### src/hw/rtl/bfrgb_pkg.sv
// Package for the 3x3 RGB box filter: sizes, result codes, queue entry type.
// No dependencies; imported by every module of the block but bfrgb_ram.
`timescale 1ns / 1ps
`default_nettype none

package bfrgb_pkg;

	localparam int unsigned MAX_WIDTH = 512;
	localparam int unsigned COL_W     = $clog2(MAX_WIDTH);
	localparam int unsigned ROW_W     = 12;
	localparam int unsigned CFG_WW    = 10;
	localparam int unsigned CFG_HW    = 12;
	localparam int unsigned MIN_DIM   = 3;
	localparam int unsigned QDEPTH    = 4;

	localparam logic [CFG_WW-1:0] WIDTH_RST  = CFG_WW'(512);
	localparam logic [CFG_HW-1:0] HEIGHT_RST = CFG_HW'(384);

	// mean of nine: sum * 7282 >> 16 is exact for sums up to 9*255
	localparam int unsigned SUM_W       = 12;
	localparam int unsigned RECIP_W     = 13;
	localparam int unsigned RECIP_SHIFT = 16;
	localparam logic [RECIP_W-1:0] RECIP9 = RECIP_W'(7282);

	// register indexes on the APB port
	localparam logic REG_WIDTH  = 1'b0;
	localparam logic REG_HEIGHT = 1'b1;

	// result slots one input can release, in emission order
	localparam int unsigned RES_CUR  = 0;  // pixel (r-1, c-1)
	localparam int unsigned RES_EOL  = 1;  // end of row, pixel (r-1, W-1)
	localparam int unsigned RES_BOT  = 2;  // bottom row, pixel (H-1, c-1)
	localparam int unsigned RES_LAST = 3;  // frame corner, pixel (H-1, W-1)
	localparam int unsigned NRES     = 4;

	typedef logic [23:0] pix_t;  // R[23:16] G[15:8] B[7:0]

	typedef struct packed {
		pix_t             px;
		pix_t             up;
		pix_t             mid;
		logic [ROW_W-1:0] row;
		logic [COL_W-1:0] col;
		logic             filt;
		logic [NRES-1:0]  emit;
	} qent_t;

endpackage

`default_nettype wire

### src/hw/rtl/bfrgb_fifo.sv
// Short queue of classified items between front and back end.
// Depends on bfrgb_pkg.
`timescale 1ns / 1ps
`default_nettype none

module bfrgb_fifo (
	input  wire logic             clk,
	input  wire logic             arst_n,
	input  wire logic             push,
	input  bfrgb_pkg::qent_t      push_data,
	output logic                  full,
	input  wire logic             pop,
	output bfrgb_pkg::qent_t      pop_data,
	output logic                  avail
);
	import bfrgb_pkg::*;

	localparam int unsigned PTR_W = $clog2(QDEPTH);
	localparam int unsigned CNT_W = $clog2(QDEPTH + 1);

	qent_t             mem_q [QDEPTH];
	logic [PTR_W-1:0]  wr_q, rd_q;
	logic [CNT_W-1:0]  cnt_q;
	logic              do_push, do_pop;

	assign full     = cnt_q == CNT_W'(QDEPTH);
	assign avail    = cnt_q != '0;
	assign do_push  = push && !full;
	assign do_pop   = pop && avail;
	assign pop_data = mem_q[rd_q];

	always_ff @(posedge clk) begin
		if (do_push) begin
			mem_q[wr_q] <= push_data;
		end
	end

	always_ff @(posedge clk or negedge arst_n) begin
		if (!arst_n) begin
			wr_q  <= '0;
			rd_q  <= '0;
			cnt_q <= '0;
		end else begin
			if (do_push) begin
				wr_q <= (wr_q == PTR_W'(QDEPTH - 1)) ? '0 : wr_q + PTR_W'(1);
			end
			if (do_pop) begin
				rd_q <= (rd_q == PTR_W'(QDEPTH - 1)) ? '0 : rd_q + PTR_W'(1);
			end
			if (do_push && !do_pop) begin
				cnt_q <= cnt_q + CNT_W'(1);
			end else if (do_pop && !do_push) begin
				cnt_q <= cnt_q - CNT_W'(1);
			end
		end
	end

	a_cnt_bound: assert property (@(posedge clk) disable iff (!arst_n)
		cnt_q <= CNT_W'(QDEPTH)) else $error("queue count overflow");

endmodule

`default_nettype wire

### config.mk
export PLATFORM = sky130hd
export DESIGN_NAME = bfrgb_fifo
export DESIGN_NICKNAME = d
export VERILOG_FILES = /design/src/hw/rtl/bfrgb_pkg.sv /design/src/hw/rtl/bfrgb_fifo.sv
export SDC_FILE = /design/constraint.sdc
export NUM_CORES = 1
export LEC_CHECK = 0
export BUFFER_PORTS_ARGS = -buffer_cell sky130_fd_sc_hd__buf_2
export CELL_PAD_IN_SITES_DETAIL_PLACEMENT = 1
export CELL_PAD_IN_SITES_GLOBAL_PLACEMENT = 2
export CORE_ASPECT_RATIO = 0.75
export CORE_MARGIN = 2
export CORE_UTILIZATION = 45
export DETAILED_ROUTE_END_ITERATION = 10
export PLACE_DENSITY_LB_ADDON = 0.1
export SKIP_LAST_GASP = 1
export SYNTH_ARGS = -nofsm -noshare
export SYNTH_HDL_FRONTEND = slang
export SYNTH_SLANG_ARGS = --single-unit
### constraint.sdc
create_clock -name clk -period 5.9 [get_ports clk]
set_clock_uncertainty 0.1 [all_clocks]
set_input_delay 1.77 -clock clk [delete_from_list [all_inputs] [get_ports clk]]
set_output_delay 1.77 -clock clk [all_outputs]
set_load 0.01 [all_outputs]
Word level (Yosys, flattened, before mapping). Memory sizes are Yosys's and may differ from the RTL's. Cells that the tools add are included.

Latch bits: 0. Word-level logic and storage cells: 26. Memory bits (read-only): 0. Register bits after elaboration: 7. Memory bits (writable): 392. Memories kept: 1.

Memory list: mem_q (depth 4, width 98, rd ports 1, clocked after memory_dff 0, write ports 1, RTL line bfrgb_fifo.sv:21) `qent_t mem_q [QDEPTH];`.

Multiply operators: 0. $lt $le $gt $ge: 0. Shift-type cells: 0. $add $sub $neg: 4. Bitwise logic cells: 0. Reductions and logical operators: 9. Mux-type cells: 6. Equal/unequal tests: 3. Div/mod/pow operators: 0.

Operators by type and width (count): 3-bit 2-to-1 mux (2); 2-bit by 1-bit adder with 2-bit output, second input constant (2); 2-bit == test, second input constant (2); 1-bit logical AND (4); 2-bit 2-to-1 mux (2); 3-bit by 1-bit adder with 3-bit output, second input constant (1); 3-bit == test, second input constant (1); 1-bit logical NOT (3); 3-bit nonzero test (1); 3-bit by 1-bit subtractor with 3-bit output, second input constant (1); 1-bit 2-to-1 mux (2); 2-bit nonzero test (1).

Depth between registers and ports, before layout.
Depth in word-level cells: 7. Gate-level depth with buffers: 8. Depth with buffers taken out: 8.

Worst setup path before layout. Ideal clock, no wire load.

Path kind: input port to flip-flop. Start point: input push. End point: memory mem_q[3][0] in the netlist's numbering (enable). Buffers on the path: 0. Arrival time: 5933 ps. Stages: 2. Setup time: 558 ps. Setup slack: -691 ps. Cells stage by stage: nand2_1 -> nor2_1.

Cells in the longest elaborated chain, start to end: 3.

RTL lines: from (decl) (RTL line bfrgb_fifo.sv:9) `input wire logic push,`; 1-bit logical AND (RTL line bfrgb_fifo.sv:28) `assign do_push = push && !full;`; 1-bit 2-to-1 mux (RTL line bfrgb_fifo.sv:33) `if (do_push) begin`; 1-bit 2-to-1 mux (implied by the code) (RTL line bfrgb_fifo.sv:34) `mem_q[wr_q] <= push_data;`; to (decl) (RTL line bfrgb_fifo.sv:21).

No other way between the ends.

==> impl_metrics.ini <==
[clock_tree]
cts_made_buffers = 40
clock_latency_ns = 0.53
cts_setup_buffers = 0
cts_root_buf = clkbuf_16
ctsResizeCount = 0
cts_sinks = 399
htreeDepth = 2
cts_buffer_depth = 3
clk_pin_slew_ns = 0.06
cts_hold_buf = 0
cts_tree = yes

[timing]
finalHoldViolCount = 0
tns_ns = 0
finalCriticalPeriod_ns = 4.444
worst_slew_pin_slew_ns = 0.9509
report.final.slew_viol_count = 0
setup_violations = 0
rsz0062_at_grt = no
period_share = 0.7532
slew_headroom = 0.3661
max_freq_ghz = 0.2250

[grt]
grt_pass1_vias = 7229
grt_overflow = 0
grt_max_degree = 63
grt_first_pass_wirelength_um = 45250
grt_use_total = 0.1818
antenna_found_initial = 7

[worst_setup_path]
worstSetupStartpointType = register
critPathRequiredTime_ns = 4.03
arrival_ns = 2.57
worstSetupEndpointType = primary output
r2r-end = mem_q[0][17]
reg2reg_from = cnt_q[2]
worstSetupPathType = register to primary output
cp-endpoint = pop_data[70]
ff2ff_path_depth = 4
startpoint = rd_q[1]
r2r_slack_ns = 3.30
critPathMaxFanout = 59

[placed_design]
place_inst = 1180
gp_congestion = 0.7021
io_buffers = 201
hpwl_um = 18290

[synthesis]
ys_seq_area_frac = 0.8138
synth_edf_count = 392
synth_cell_type_count = 21
async_flop_share = 0.01754
syn_area_um2 = 14680
ys_top_cells_by_area = edfxtp_1, mux4_2, buf_12
yosysTopAreaCell = edfxtp_1
ys_ff_latch = 399
syn-num-nets = 658
synth_ff_type = edfxtp_1
syn-instance-count = 549
yosys.area.top_type_share = 0.8018
synth.avg_cell_area_um2 = 26.74
yosysWarnings = 0

[power_and_ir_drop]
peakVddDrop_mv = 0.3198
powerDensity_nw_per_um2 = 517.4
power.leakage_nw = 5.938

[outcome]
status = finished, final reports clean

[floorplanning]
rows = 57
die_area_um2 = 34100
core-area_um2 = 32240
start_util = 0.4554
pin_count = 202
die_w_um = 212.6
fp.dieH_um = 160.4

[layout]
fill_cells = 2832
multi_input_comb_area_um2 = 2474
layout-drive-gt1-share = 0.4698
fin_cells = 1258
final_nets = 889
seqCellArea_um2 = 11950
layout_common_cells = edfxtp_1, buf_2, mux4_2, clkbuf_16, clkinv_1
synthToLayoutAreaGrowth_pct = 19.22
final_common_cell = edfxtp_1
fin_util = 0.5429

[detailed_routing]
remaining_drc_errors = 0
dr.pass1.iters = 4
finalWirelength_um = 29890
vias_per_cell = 5.152
drtAntennaViolNets = 0
wire_per_inst_um = 23.76
drt_iter0_markers = 336
vias = 6481

[worst_hold_path]
min_path_type = register to register
hold_path.startpoint = cnt_q[2]

[flow_run]
max_cap_violations = 0
[worst max-delay path, stage by stage (launching register included)]
cell and delay (ns):
dfrtp_4 1.04, buf_12 0.36, mux4_2 0.40, buf_2 0.17
[metrics by stage]
step | setup WS [ns] | hold slack (ns) | cell area (µm²) | total power, mW
2_1_floorplan | 0.9547 | 0.3542 | 14680 | 5.712
3_3_place_gp | 1.994 | 0.3721 | 16140 | 6.548
3_5_place_dp | 1.965 | 0.4031 | 16140 | 6.618
4_1_cts | 1.372 | 0.4125 | 17490 | 9.230
5_1_grt | 1.304 | 0.4384 | 17490 | 9.504
6_report | 1.456 | 0.4072 | 17500 | 9.055
[sequential cells by signal, summed over array words and instances, names as in the netlist]
| signal | count |
|---|---|
| cnt_q | 3 |
| rd_q | 2 |
| mem_q | 392 |
| wr_q | 2 |
[cell usage after synthesis, types with 2 or more instances]
master and count:
buf_2 10, nor2_1 4, and2_1 3, inv_1 3, dfrtp_1 7, mux4_2 98
xor2_1 2, ha_1 6, edfxtp_1 392, buf_12 9, mux2_2 5
[final cells by class]
cell class	count	area share
clock buffers	47	0.06112
multi-input cells	125	0.1413
inverters	3	0.0006434
well taps	442	0.03160
flip-flops and latches	399	0.6830
clock inverters	26	0.01623
diodes	5	0.0007149
repair buffers	211	0.06534
[per-layer routing]
layer	part of all wire	global-route usage
met5	0.0015	0
met4	0.016	0.04673
met3	0.066	0.04947
met2	0.47	0.2822
met1	0.44	0.2582
[how the worst min path moves through the flow]
stage,slack (ns),endpoint,cells after the start
after CTS,0.41,cnt_q[2],1
after global placement,0.37,cnt_q[2],1
after detailed placement,0.40,cnt_q[2],1
after floorplan,0.35,cnt_q[2],1
after global routing,0.44,cnt_q[2],1
final,0.41,cnt_q[2],1
[kinds of logic (layout without fill, tap and decap cells)]
logic type	after synthesis	in the layout	share of synthesized area
multiplexers	103	103	0.1542
XOR/XNOR	3	3	0.001790
other	0	5	0
AND/OR/NAND/NOR	12	12	0.005028
flip-flops	399	399	0.8138
adder cells (fa/ha/maj)	7	7	0.006477
buffers and inverters	25	287	0.01875
[power breakdown]
group | internal, mW | leakage (nW) | switching, mW
clock network | 1.56 | 0.659 | 1.03
registers | 3.74 | 3.67 | 0.271
logic | 1.15 | 1.61 | 1.31
No activity file was read; power rests on OpenSTA's default activity.
