==> config.mk <==
export PLATFORM = sky130hd
export DESIGN_NAME = bfrgb_back
export DESIGN_NICKNAME = d
export VERILOG_FILES = /design/src/hw/rtl/bfrgb_pkg.sv /design/src/hw/rtl/bfrgb_back.sv
export SDC_FILE = /design/constraint.sdc
export NUM_CORES = 1
export LEC_CHECK = 0
export ABC_AREA = 1
export BUFFER_PORTS_ARGS = -buffer_cell sky130_fd_sc_hd__buf_2
export CORE_AREA = 2 2 292 294
export CTS_BUF_LIST = sky130_fd_sc_hd__clkbuf_8 sky130_fd_sc_hd__clkbuf_16
export DETAILED_ROUTE_END_ITERATION = 10
export DIE_AREA = 0 0 294 296
export GPL_ROUTABILITY_DRIVEN = 0
export SETUP_SLACK_MARGIN = 0.15
export SKIP_CTS_REPAIR_TIMING = 1
export SYNTH_ARGS = -nofsm -noshare
export SYNTH_HDL_FRONTEND = slang
export SYNTH_SLANG_ARGS = --single-unit
==> constraint.sdc <==
create_clock -name clk -period 5.1 [get_ports clk]
set_input_delay 0.51 -clock clk [delete_from_list [all_inputs] [get_ports clk]]
set_output_delay 0.51 -clock clk [all_outputs]
set_load 0.1 [all_outputs]
==> src/hw/rtl/bfrgb_pkg.sv <==
// Package for the 3x3 RGB box filter: sizes, result codes, queue entry type.
// No dependencies; imported by every module of the block but bfrgb_ram.
`timescale 1ns / 1ps
`default_nettype none

package bfrgb_pkg;

	localparam int unsigned MAX_WIDTH = 512;
	localparam int unsigned COL_W     = $clog2(MAX_WIDTH);
	localparam int unsigned ROW_W     = 12;
	localparam int unsigned CFG_WW    = 10;
	localparam int unsigned CFG_HW    = 12;
	localparam int unsigned MIN_DIM   = 3;
	localparam int unsigned QDEPTH    = 4;

	localparam logic [CFG_WW-1:0] WIDTH_RST  = CFG_WW'(512);
	localparam logic [CFG_HW-1:0] HEIGHT_RST = CFG_HW'(384);

	// mean of nine: sum * 7282 >> 16 is exact for sums up to 9*255
	localparam int unsigned SUM_W       = 12;
	localparam int unsigned RECIP_W     = 13;
	localparam int unsigned RECIP_SHIFT = 16;
	localparam logic [RECIP_W-1:0] RECIP9 = RECIP_W'(7282);

	// register indexes on the APB port
	localparam logic REG_WIDTH  = 1'b0;
	localparam logic REG_HEIGHT = 1'b1;

	// result slots one input can release, in emission order
	localparam int unsigned RES_CUR  = 0;  // pixel (r-1, c-1)
	localparam int unsigned RES_EOL  = 1;  // end of row, pixel (r-1, W-1)
	localparam int unsigned RES_BOT  = 2;  // bottom row, pixel (H-1, c-1)
	localparam int unsigned RES_LAST = 3;  // frame corner, pixel (H-1, W-1)
	localparam int unsigned NRES     = 4;

	typedef logic [23:0] pix_t;  // R[23:16] G[15:8] B[7:0]

	typedef struct packed {
		pix_t             px;
		pix_t             up;
		pix_t             mid;
		logic [ROW_W-1:0] row;
		logic [COL_W-1:0] col;
		logic             filt;
		logic [NRES-1:0]  emit;
	} qent_t;

endpackage

`default_nettype wire

==> src/hw/rtl/bfrgb_back.sv <==
// Back end: 3x3 window, per-channel sums, divide by nine, result sequencer.
// Depends on bfrgb_pkg; fed by bfrgb_fifo.
`timescale 1ns / 1ps
`default_nettype none

module bfrgb_back (
	input  wire logic                       clk,
	input  wire logic                       arst_n,
	input  wire logic                       restart,
	input  wire logic                       avail,
	input  bfrgb_pkg::qent_t                entry,
	output logic                            pop,
	output logic                            res_valid,
	input  wire logic                       res_stall,
	output logic [7:0]                      red_out,
	output logic [7:0]                      green_out,
	output logic [7:0]                      blue_out,
	output logic [bfrgb_pkg::ROW_W-1:0]     row_index,
	output logic [bfrgb_pkg::COL_W-1:0]     column_index,
	output logic                            frame_done,
	output logic                            last_of_run
);
	import bfrgb_pkg::*;

	localparam int unsigned PROD_W = SUM_W + RECIP_W;

	pix_t              win_q [6];
	pix_t              nb [9];
	logic [SUM_W-1:0]  sum_c [3];

	// stage 2: sums and candidate results
	logic              valid_s2;
	logic [SUM_W-1:0]  sum_s2 [3];
	pix_t              pa_s2, pb_s2, pc_s2, pd_s2;
	logic              filt_s2;
	logic [NRES-1:0]   emit_s2;
	logic [ROW_W-1:0]  row_s2;
	logic [COL_W-1:0]  col_s2;

	// stage 3: final values, results still to send
	logic              valid_s3;
	pix_t              pa_s3, pb_s3, pc_s3, pd_s3;
	logic [NRES-1:0]   emit_s3;
	logic [ROW_W-1:0]  row_s3;
	logic [COL_W-1:0]  col_s3;

	logic [PROD_W-1:0] prod [3];
	pix_t              mean_c;

	logic              out_free, take, s3_finish, s3_ready, s2_ready;
	logic [NRES-1:0]   rest;
	pix_t              sel_pix;
	logic [ROW_W-1:0]  sel_row;
	logic [COL_W-1:0]  sel_col;
	logic              sel_done;

	logic              res_valid_q;
	pix_t              res_pix_q;
	logic [ROW_W-1:0]  res_row_q;
	logic [COL_W-1:0]  res_col_q;
	logic              res_done_q, res_last_q;

	assign out_free  = !res_valid_q || !res_stall;
	assign take      = valid_s3 && (emit_s3 != '0) && out_free;
	assign s3_finish = valid_s3 && ((emit_s3 == '0) || (out_free && rest == '0));
	assign s3_ready  = !valid_s3 || s3_finish;
	assign s2_ready  = !valid_s2 || s3_ready;
	assign pop       = avail && s2_ready;

	always_comb begin
		for (int i = 0; i < 6; i++) begin
			nb[i] = win_q[i];
		end
		nb[6] = entry.up;
		nb[7] = entry.mid;
		nb[8] = entry.px;
		for (int k = 0; k < 3; k++) begin
			sum_c[k] = '0;
			for (int i = 0; i < 9; i++) begin
				sum_c[k] = sum_c[k] + SUM_W'(nb[i][8*k +: 8]);
			end
		end
	end

	always_ff @(posedge clk or negedge arst_n) begin
		if (!arst_n) begin
			for (int i = 0; i < 6; i++) begin
				win_q[i] <= '0;
			end
		end else if (restart) begin
			for (int i = 0; i < 6; i++) begin
				win_q[i] <= '0;
			end
		end else if (pop) begin
			win_q[0] <= win_q[3];
			win_q[1] <= win_q[4];
			win_q[2] <= win_q[5];
			win_q[3] <= entry.up;
			win_q[4] <= entry.mid;
			win_q[5] <= entry.px;
		end
	end

	always_ff @(posedge clk or negedge arst_n) begin
		if (!arst_n) begin
			valid_s2 <= 1'b0;
			valid_s3 <= 1'b0;
		end else begin
			if (s2_ready) begin
				valid_s2 <= pop;
			end
			if (s3_ready) begin
				valid_s3 <= valid_s2;
			end
		end
	end

	always_ff @(posedge clk) begin
		if (pop) begin
			for (int k = 0; k < 3; k++) begin
				sum_s2[k] <= sum_c[k];
			end
			pa_s2   <= win_q[4];
			pb_s2   <= entry.mid;
			pc_s2   <= win_q[5];
			pd_s2   <= entry.px;
			filt_s2 <= entry.filt;
			emit_s2 <= entry.emit;
			row_s2  <= entry.row;
			col_s2  <= entry.col;
		end
	end

	always_comb begin
		for (int k = 0; k < 3; k++) begin
			prod[k] = PROD_W'(sum_s2[k]) * PROD_W'(RECIP9);
			mean_c[8*k +: 8] = prod[k][RECIP_SHIFT +: 8];
		end
	end

	always_ff @(posedge clk) begin
		if (s3_ready && valid_s2) begin
			pa_s3   <= filt_s2 ? mean_c : pa_s2;
			pb_s3   <= pb_s2;
			pc_s3   <= pc_s2;
			pd_s3   <= pd_s2;
			emit_s3 <= emit_s2;
			row_s3  <= row_s2;
			col_s3  <= col_s2;
		end else if (take) begin
			emit_s3 <= rest;
		end
	end

	// pick the next pending result in emission order
	always_comb begin
		rest     = emit_s3;
		sel_pix  = pd_s3;
		sel_row  = row_s3;
		sel_col  = col_s3;
		sel_done = 1'b0;
		if (emit_s3[RES_CUR]) begin
			rest[RES_CUR] = 1'b0;
			sel_pix       = pa_s3;
			sel_row       = row_s3 - ROW_W'(1);
			sel_col       = col_s3 - COL_W'(1);
		end else if (emit_s3[RES_EOL]) begin
			rest[RES_EOL] = 1'b0;
			sel_pix       = pb_s3;
			sel_row       = row_s3 - ROW_W'(1);
		end else if (emit_s3[RES_BOT]) begin
			rest[RES_BOT] = 1'b0;
			sel_pix       = pc_s3;
			sel_col       = col_s3 - COL_W'(1);
		end else begin
			rest[RES_LAST] = 1'b0;
			sel_done       = 1'b1;
		end
	end

	always_ff @(posedge clk or negedge arst_n) begin
		if (!arst_n) begin
			res_valid_q <= 1'b0;
		end else if (take) begin
			res_valid_q <= 1'b1;
		end else if (!res_stall) begin
			res_valid_q <= 1'b0;
		end
	end

	always_ff @(posedge clk) begin
		if (take) begin
			res_pix_q  <= sel_pix;
			res_row_q  <= sel_row;
			res_col_q  <= sel_col;
			res_done_q <= sel_done;
			res_last_q <= rest == '0;
		end
	end

	assign res_valid    = res_valid_q;
	assign red_out      = res_pix_q[23:16];
	assign green_out    = res_pix_q[15:8];
	assign blue_out     = res_pix_q[7:0];
	assign row_index    = res_row_q;
	assign column_index = res_col_q;
	assign frame_done   = res_done_q;
	assign last_of_run  = res_last_q;

	a_corner_full: assert property (@(posedge clk) disable iff (!arst_n)
		valid_s2 && emit_s2[RES_LAST] |->
			emit_s2[RES_CUR] && emit_s2[RES_EOL] && emit_s2[RES_BOT])
		else $error("frame corner without its companion results");
	a_filt_emits: assert property (@(posedge clk) disable iff (!arst_n)
		valid_s2 && filt_s2 |-> emit_s2[RES_CUR])
		else $error("filtered item with no current result");
	a_done_last: assert property (@(posedge clk) disable iff (!arst_n)
		res_valid_q && res_done_q |-> res_last_q)
		else $error("frame_done on a beat that is not last of run");

endmodule

`default_nettype wire

# [Word level (Yosys, flattened, before mapping)]
# Memories as Yosys holds them, arrays and structs flattened.
# Index checks and enable logic that the tools add are counted.
[classes] n_addsub=26 multipliers=3 n_div=0 order_cmp=0 eq_ne=1 shift=0 n_mux=21 n_bitwise=0 n_reduce_logical=20
[ops] cell="two-way mux 144 bit" count=2
[ops] cell="adder 12 x 8 -> 12 bit" count=12
[ops] cell="two-way mux 24 bit" count=4
[ops] cell="multiplier 12 x 12 -> 23 bit, second input constant" count=3
[ops] cell="adder 11 x 8 -> 12 bit" count=3
[ops] cell="adder 10 x 8 -> 11 bit" count=3
[ops] cell="adder 9 x 8 -> 10 bit" count=3
[ops] cell="adder 8 x 8 -> 9 bit" count=3
[ops] cell="two-way mux 9 bit" count=3
[ops] cell="two-way mux 12 bit" count=2
[ops] cell="subtractor 12 x 1 -> 12 bit, second input constant" count=1
[ops] cell="subtractor 9 x 1 -> 9 bit, second input constant" count=1
[ops] cell="zero test 4 bit" count=2
[ops] cell="two-way mux 4 bit" count=2
[ops] cell="logical AND 1 bit" count=6
[ops] cell="two-way mux 1 bit" count=6
[ops] cell="zero test 1 bit" count=4
[ops] cell="logical OR 1 bit" count=4
[ops] cell="nonzero test 2 bit" count=2
[ops] cell="nonzero test 4 bit" count=1
[ops] cell="two-way mux 3 bit" count=1
[ops] cell="two-way mux 2 bit" count=1
[ops] cell="!= test 2 x 1 -> 1 bit, second input constant" count=1
[ops] cell="OR reduction 2 bit" count=1
[totals] regBits=437 latchBits=0 ramBits=36 romBits=0 in_bits=103 output_inout_bits=49 elab_cells=101 mem_count=1
[mem_list] name="sum_s2" depth=3 word_bits=12 read_ports=3 rd_clocked_by_memory_dff=0 wr=3 line="bfrgb_back.sv:33" text="logic [SUM_W-1:0] sum_s2 [3];"

# [Longest topological paths before layout]
# Gate-level depths: netlist of run 1.
[depth] depth_word=12 mapped_depth=22 depth_no_buf=22

# [Least setup slack after synthesis of run 1]
# OpenSTA, ideal clock, no wires.
[synth_timing] path_type="register to register" start="register res_valid_q, in the netlist res_valid" end="register col_s2[0] (enable)" setup_ns=0.540 t_arrival_ns=5.214 required_time_ns=4.560 path_slack_ns=-0.653 path_stages_with_launch=8 path_buffers=2 cell_sequence="dfrtp_1 > nand2_1 > nand4_1 > nand3_2 > nand2_2 > buf_2 > buf_2 > inv_1"
[synth_via] elab_chain_cells=8
[synth_rtl] item="from (decl)" line="bfrgb_back.sv:57" text="logic res_valid_q;"
[synth_rtl] item="from (signal assigned)" line="bfrgb_back.sv:183" text="res_valid_q <= 1'b0;"
[synth_rtl] item="from (signal assigned)" line="bfrgb_back.sv:185" text="res_valid_q <= 1'b1;"
[synth_rtl] item="from (signal assigned)" line="bfrgb_back.sv:187" text="res_valid_q <= 1'b0;"
[synth_rtl] item="zero test 1 bit" line="bfrgb_back.sv:63" text="assign out_free = !res_valid_q || !res_stall;"
[synth_rtl] item="logical OR 1 bit" line="bfrgb_back.sv:63"
[synth_rtl] item="logical AND 1 bit" line="bfrgb_back.sv:65" text="assign s3_finish = valid_s3 && ((emit_s3 == '0) || (out_free && rest == '0));"
[synth_rtl] item="logical OR 1 bit" line="bfrgb_back.sv:65"
[synth_rtl] item="logical AND 1 bit" line="bfrgb_back.sv:65"
[synth_rtl] item="logical OR 1 bit" line="bfrgb_back.sv:66" text="assign s3_ready = !valid_s3 || s3_finish;"
[synth_rtl] item="logical OR 1 bit" line="bfrgb_back.sv:67" text="assign s2_ready = !valid_s2 || s3_ready;"
[synth_rtl] item="logical AND 1 bit" line="bfrgb_back.sv:68" text="assign pop = avail && s2_ready;"
[synth_rtl] item="via pop" line="bfrgb_back.sv:12" text="output logic pop,"
[synth_rtl] item="to (signal assigned)" line="bfrgb_back.sv:130" text="col_s2 <= entry.col;"
[synth_rtl] item="to (decl)" line="bfrgb_back.sv:38" text="logic [COL_W-1:0] col_s2;"
# The timed path passes the listed nets, and every way through them passes these cells.
# A chain may end at the register's enable or synchronous reset.

==> results.sh, run 1 <==
export IMPL_instances_no_fill=3972
export IMPL_syn_inst=2680
export IMPL_synth_top_area_share_pct=33.7
export IMPL_hpwl_mm=49.6
export IMPL_r2r_start="sum_s2[0][13]"
export IMPL_finalHoldViolCount=0
export IMPL_post_synth_instance_area_um2=29000
export IMPL_initial_utilization_pct=34.5
export IMPL_dieWidth_um=294
export IMPL_yosys_top_cells_area="edfxtp_1, fa_1, dfrtp_1"
export IMPL_antenna_found_initial=8
export IMPL_post_route_drc_count=0
export IMPL_r2r_end="pa_s3[11]"
export IMPL_synth_edf_count=326
export IMPL_nFillCells=8095
export IMPL_clockRootBuffer="clkbuf_16"
export IMPL_fmax_ghz=0.218
export IMPL_fp_row_count=107
export IMPL_track_usage_pct=15.8
export IMPL_grt_pass1_wl_mm=107
export IMPL_critPathMaxFanout=4
export IMPL_relSlewSlack_pct=42.5
export IMPL_core_um2=84200
export IMPL_layout_worst_path_cycle_share_pct=89.8
export IMPL_drive_above_1_share_pct=9.20
export IMPL_drtIter0Drc=998
export IMPL_dieArea_um2=87000
export IMPL_grt_pass1_vias=19300
export IMPL_endpoint_kind="register"
export IMPL_yosysMostFrequentCell="nand2_1"
export IMPL_cts_made_buffers=51
export IMPL_cts_tree="yes"
export IMPL_area_delta_synth_final_pct=12.9
export IMPL_ys_warn_count=0
export IMPL_tightestPinTransition_ns=0.863
export IMPL_fin_skew_ns=0.0548
export IMPL_crit_path_start="sum_s2[0][13]"
export IMPL_vias_per_cell=4.72
export IMPL_grt_max_degree=82
export IMPL_htreeDepth=2
export IMPL_overflow=0
export IMPL_outcome="finished, final reports clean"
export IMPL_setup_violations=0
export IMPL_synth_seq_area_share_pct=46.4
export IMPL_critPathKind="reg2reg"
export IMPL_ios=152
export IMPL_worstPathRequired_ns=5.47
export IMPL_first_pass_iters=5
export IMPL_clk_latency_ns=0.65
export IMPL_ys_seq_elements=473
export IMPL_syn_nets=3272
export IMPL_post_drt_wl_per_cell_um=16.9
export IMPL_drv_cap=0
export IMPL_finalSetupTns_ns=0
export IMPL_yosys_top_cells_count="nand2_1, inv_1, edfxtp_1, fa_1, nand3_1"
export IMPL_fp_dieH_um=296
export IMPL_path_clk_slew_ns=0.06
export IMPL_via_count=18700
export IMPL_place_inst=3874
export IMPL_cts_buffer_depth=3
export IMPL_finalCriticalPeriod_ns=4.58
export IMPL_synthFlopType="edfxtp_1"
export IMPL_start_kind="register"
export IMPL_arrival_ns=4.94
export IMPL_multi_input_area_um2=13500
export IMPL_syn_avg_cell_area_um2=10.8
export IMPL_r2r_slack_ns=0.52
export IMPL_regArea_um2=13500
export IMPL_nets=3430
export IMPL_yosysTopAreaCell="edfxtp_1"
export IMPL_io_buffers=151
export IMPL_rsz0062_at_grt="no"
export IMPL_drv_slew=0
export IMPL_wl_mm=67.3
export IMPL_synth_cell_types=37
export IMPL_drtAntennaViolNets=0
export IMPL_synthArstFlopShare_pct=31.1
export IMPL_rr_worst_depth=21
export IMPL_hp_class="in2reg"
export IMPL_cts_sinks=473
export IMPL_cp_endpoint="pa_s3[11]"
==> worst min path at each step <==
stage              start         to  slack, ns  depth (start not counted)
5_1_grt         entry[9]  col_s2[4]      0.007                          1
3_3_place_gp   pd_s2[12]  pd_s3[12]       0.40                          0
4_1_cts           arst_n    nb[143]      -0.13                          1
2_1_floorplan     arst_n    nb[100]       0.21                          0
6_report        entry[6]  col_s2[1]       0.04                          1
3_5_place_dp    pb_s2[1]   pb_s3[1]       0.40                          0
==> stage by stage <==
step | util [%] | instance area [µm²] | setup slack, ns | hold WS [ns]
after detailed placement | 36.9 | 31000 | 0.522 | 0.405
after floorplan | - | 29000 | 0.370 | 0.214
after global placement | 36.9 | 31000 | 0.547 | 0.400
after CTS | 38.9 | 32800 | 0.496 | -0.127
final | 38.9 | 32800 | 0.521 | 0.0379
after global routing | 38.9 | 32800 | 0.172 | 0.00711
==> cells by family after synthesis <==
| logic type | after synthesis | share of synthesized area, % |
|---|---|---|
| buffers and inverters | 523 | 7.08 |
| DFF | 473 | 46.4 |
| AOI/OAI and AO/OA | 169 | 3.42 |
| xor gates and xnor gates | 51 | 1.54 |
| and+or+nand+nor | 975 | 14.1 |
| adders and majority gates | 489 | 27.5 |
==> registers in the layout (all words and copies together) (netlist names), 4 cells and up <==
register      count
pd_s2            24
column_index      9
emit_s2           4
row_index        12
pa_s2            24
emit_s3           4
res_pix_q        24
pa_s3            24
col_s3            9
row_s3           12
pc_s3            24
pc_s2            24
row_s2           12
pb_s2            24
col_s2            9
nb              144
pb_s3            24
sum_s2           36
pd_s3            24
==> critical path: stages, from the launching register on <==
cell and delay, ns:
edfxtp_1 0.41, inv_1 0.08, fa_1 0.54, inv_1 0.06, ha_1 0.29, inv_1 0.06
fa_1 0.50, inv_1 0.05, fa_1 0.50, inv_1 0.05, fa_1 0.47, inv_1 0.04
ha_1 0.30, nand2_1 0.13, inv_1 0.05, a21oi_1 0.18, nor2_1 0.06, nor2_1 0.10
nand2_1 0.07, or2_2 0.27, nand3_1 0.07, nand2_1 0.05
==> layout by cell type (no fill, tap or decap), types with 10 or more instances in the layout <==
cell type,instances
a21oi_1,65
buf_2,150
buf_4,16
clkbuf_16,51
clkinv_2,10
dfrtp_1,146
edfxtp_1,326
fa_1,249
ha_1,240
inv_1,463
nand2_1,582
nand3_1,241
nand3b_1,10
nand4_1,11
nor2_1,110
o211ai_1,28
o21ai_0,44
o21bai_1,13
xnor2_1,14
xor2_1,37
==> layout make-up <==
cell class                      count  share of cell area [%]
Clock buffer                       52                    3.94
Inverter                          456                    5.26
Tap cell                         1090                    4.16
Antenna cell                        1                 0.00764
Sequential cell                   473                    41.1
Clock inverter                     44                    1.32
Timing Repair Buffer              172                    2.97
Multi-Input combinational cell   1684                    41.2
==> per-layer routing <==
metal	routed length [µm]	global-route usage, %	share of wire [%]
met1	31300	22.1	47
met2	31800	26.0	47
met3	2900	2.38	4.3
met4	1260	3.78	1.9
met5	46	0	0.068
Power of run 1 is not shown: default switching activity piles up to over one toggle a cycle in this logic, so the estimate is an artifact.
==> inputs of run 2 (changes only) <==
- GPL_TIMING_DRIVEN: not set -> 0
==> run 2 against run 1 <==
Via count is 2.0% higher. Clock skew is 0.0092 ns lower. Hold slack better by 0.019 ns. Critical endpoint is now pa_s3[7]. Largest cell class unchanged. Core utilization is 0.30 points higher. Clock-buffer cell count stayed put. Cell count is 1.4% higher. Cell area is 0.76% higher. Global-route usage is 1.7 points higher.
==> results.sh, run 2 (synthesis results as in run 1) <==
export IMPL_cts_tree="yes"
export IMPL_fmax_ghz=0.214
export IMPL_drtIter0Drc=1458
export IMPL_via_count=19100
export IMPL_drtAntennaViolNets=0
export IMPL_hpwl_mm=57.5
export IMPL_wl_mm=74.7
export IMPL_r2r_end="pa_s3[7]"
export IMPL_crit_path_start="sum_s2[0][7]"
export IMPL_clockRootBuffer="clkbuf_16"
export IMPL_grt_pass1_wl_mm=115
export IMPL_start_kind="register"
export IMPL_track_usage_pct=17.5
export IMPL_post_route_drc_count=0
export IMPL_r2r_start="sum_s2[0][7]"
export IMPL_htreeDepth=2
export IMPL_dieWidth_um=294
export IMPL_fin_skew_ns=0.0456
export IMPL_cts_sinks=473
export IMPL_rr_worst_depth=20
export IMPL_hold_start="entry[15]"
export IMPL_dieArea_um2=87000
export IMPL_endpoint_kind="register"
export IMPL_largest_reg_flops=144
export IMPL_antenna_found_initial=21
export IMPL_r2r_slack_ns=0.43
export IMPL_grt_max_degree=77
export IMPL_rsz0062_at_grt="yes"
export IMPL_io_buffers=151
export IMPL_first_pass_iters=6
export IMPL_tightestPinTransition_ns=1.19
export IMPL_arrival_ns=5.01
export IMPL_path_clk_slew_ns=0.06
export IMPL_drive_above_1_share_pct=9.61
export IMPL_overflow=0
export IMPL_vias_per_cell=4.74
export IMPL_drv_cap=0
export IMPL_final_cell_mix="nand2_1, inv_1, edfxtp_1, fa_1, nand3_1"
export IMPL_drv_slew=0
export IMPL_hp_class="in2reg"
export IMPL_critPathMaxFanout=5
export IMPL_area_delta_synth_final_pct=13.7
export IMPL_outcome="finished, final reports clean"
export IMPL_finalCriticalPeriod_ns=4.67
export IMPL_initial_utilization_pct=34.5
export IMPL_ios=152
export IMPL_relSlewSlack_pct=20.7
export IMPL_postLayoutCoreUtil_pct=39.2
export IMPL_grt_pass1_vias=19700
export IMPL_cts_made_buffers=50
export IMPL_clk_latency_ns=0.63
export IMPL_cts_buffer_depth=3
export IMPL_layout_commonest_cell="nand2_1"
export IMPL_nets=3486
export IMPL_core_um2=84200
export IMPL_cp_endpoint="pa_s3[7]"
export IMPL_worstPathRequired_ns=5.43
export IMPL_finalHoldViolCount=0
export IMPL_post_drt_wl_per_cell_um=18.5
export IMPL_fp_row_count=107
export IMPL_layout_worst_path_cycle_share_pct=91.6
export IMPL_setup_violations=0
export IMPL_critPathKind="reg2reg"
export IMPL_fp_dieH_um=296
run 2: changes by cell type in the layout (fill, tap and decap cells not counted), moves of 3 or more:
cell and change:
buf_1 +13, buf_2 +24, buf_4 -10, buf_6 +6, clkbuf_1 +20, clkinv_2 -3, clkinv_4 -3, diode_2 +3
inv_1 +5
run 2: layout make-up:
cell class	count	area, µm²
Clock buffer	52	1280
Inverter	456	1720
Clock inverter	40	359
Tap cell	1090	1360
Sequential cell	473	13500
Timing Repair Buffer	162	953
Antenna cell	4	10.0
Buffer	67	345
Fill cell	8132	51200
Multi-Input combinational cell	1684	13500
run 2: how the worst min path moves through the flow:
stage	to	slack, ns	cells after the start
final	row_s2[1]	0.06	1
after global routing	row_s2[3]	0.03	1
after CTS	nb[95]	-0.13	1
after detailed placement	col_s3[1]	0.40	0
after global placement	row_s3[6]	0.40	0
after floorplan	nb[100]	0.21	0
run 2: through the flow:
stage | setup TNS (ns) | area, µm² | cells | setup slack, ns | hold slack (ns)
after floorplan | 0 | 29000 | 2680 | 0.370 | 0.214
after detailed placement | 0 | 31300 | 3928 | 0.358 | 0.405
final | 0 | 33000 | 4028 | 0.427 | 0.0572
after CTS | 0 | 33000 | 4020 | 0.332 | -0.132
after global placement | -232.95 | 31200 | 3921 | -1.52 | 0.400
after global routing | 0 | 33000 | 4028 | 0.153 | 0.0323
run 2: metal layers:
metal / track usage [%] / share of wire, % / vias up / routed length (µm)
met3: 3.12 / 5.7 / 140 / 4260
met1: 23.6 / 44 / 9394 / 32700
met4: 5.90 / 3.3 / 24 / 2450
met5: 0 / 0.17 / - / 124
li1: - / - / 9102 / -
met2: 28.7 / 47 / 452 / 35100
run 2: critical path: stages, from the launching register on:
cell      delay (ns)
edfxtp_1        0.51
fa_1            0.52
ha_1            0.36
inv_1           0.08
fa_1            0.54
inv_1           0.05
fa_1            0.49
inv_1           0.06
fa_1            0.54
inv_1           0.05
ha_1            0.30
nand2_1         0.08
inv_1           0.07
nand2_1         0.08
nor2_1          0.11
nor3b_2         0.22
nor2_1          0.09
nand2_1         0.07
nand2_1         0.04
nand3_1         0.10
nand2_1         0.07
Power of run 2 is left out for the same reason.
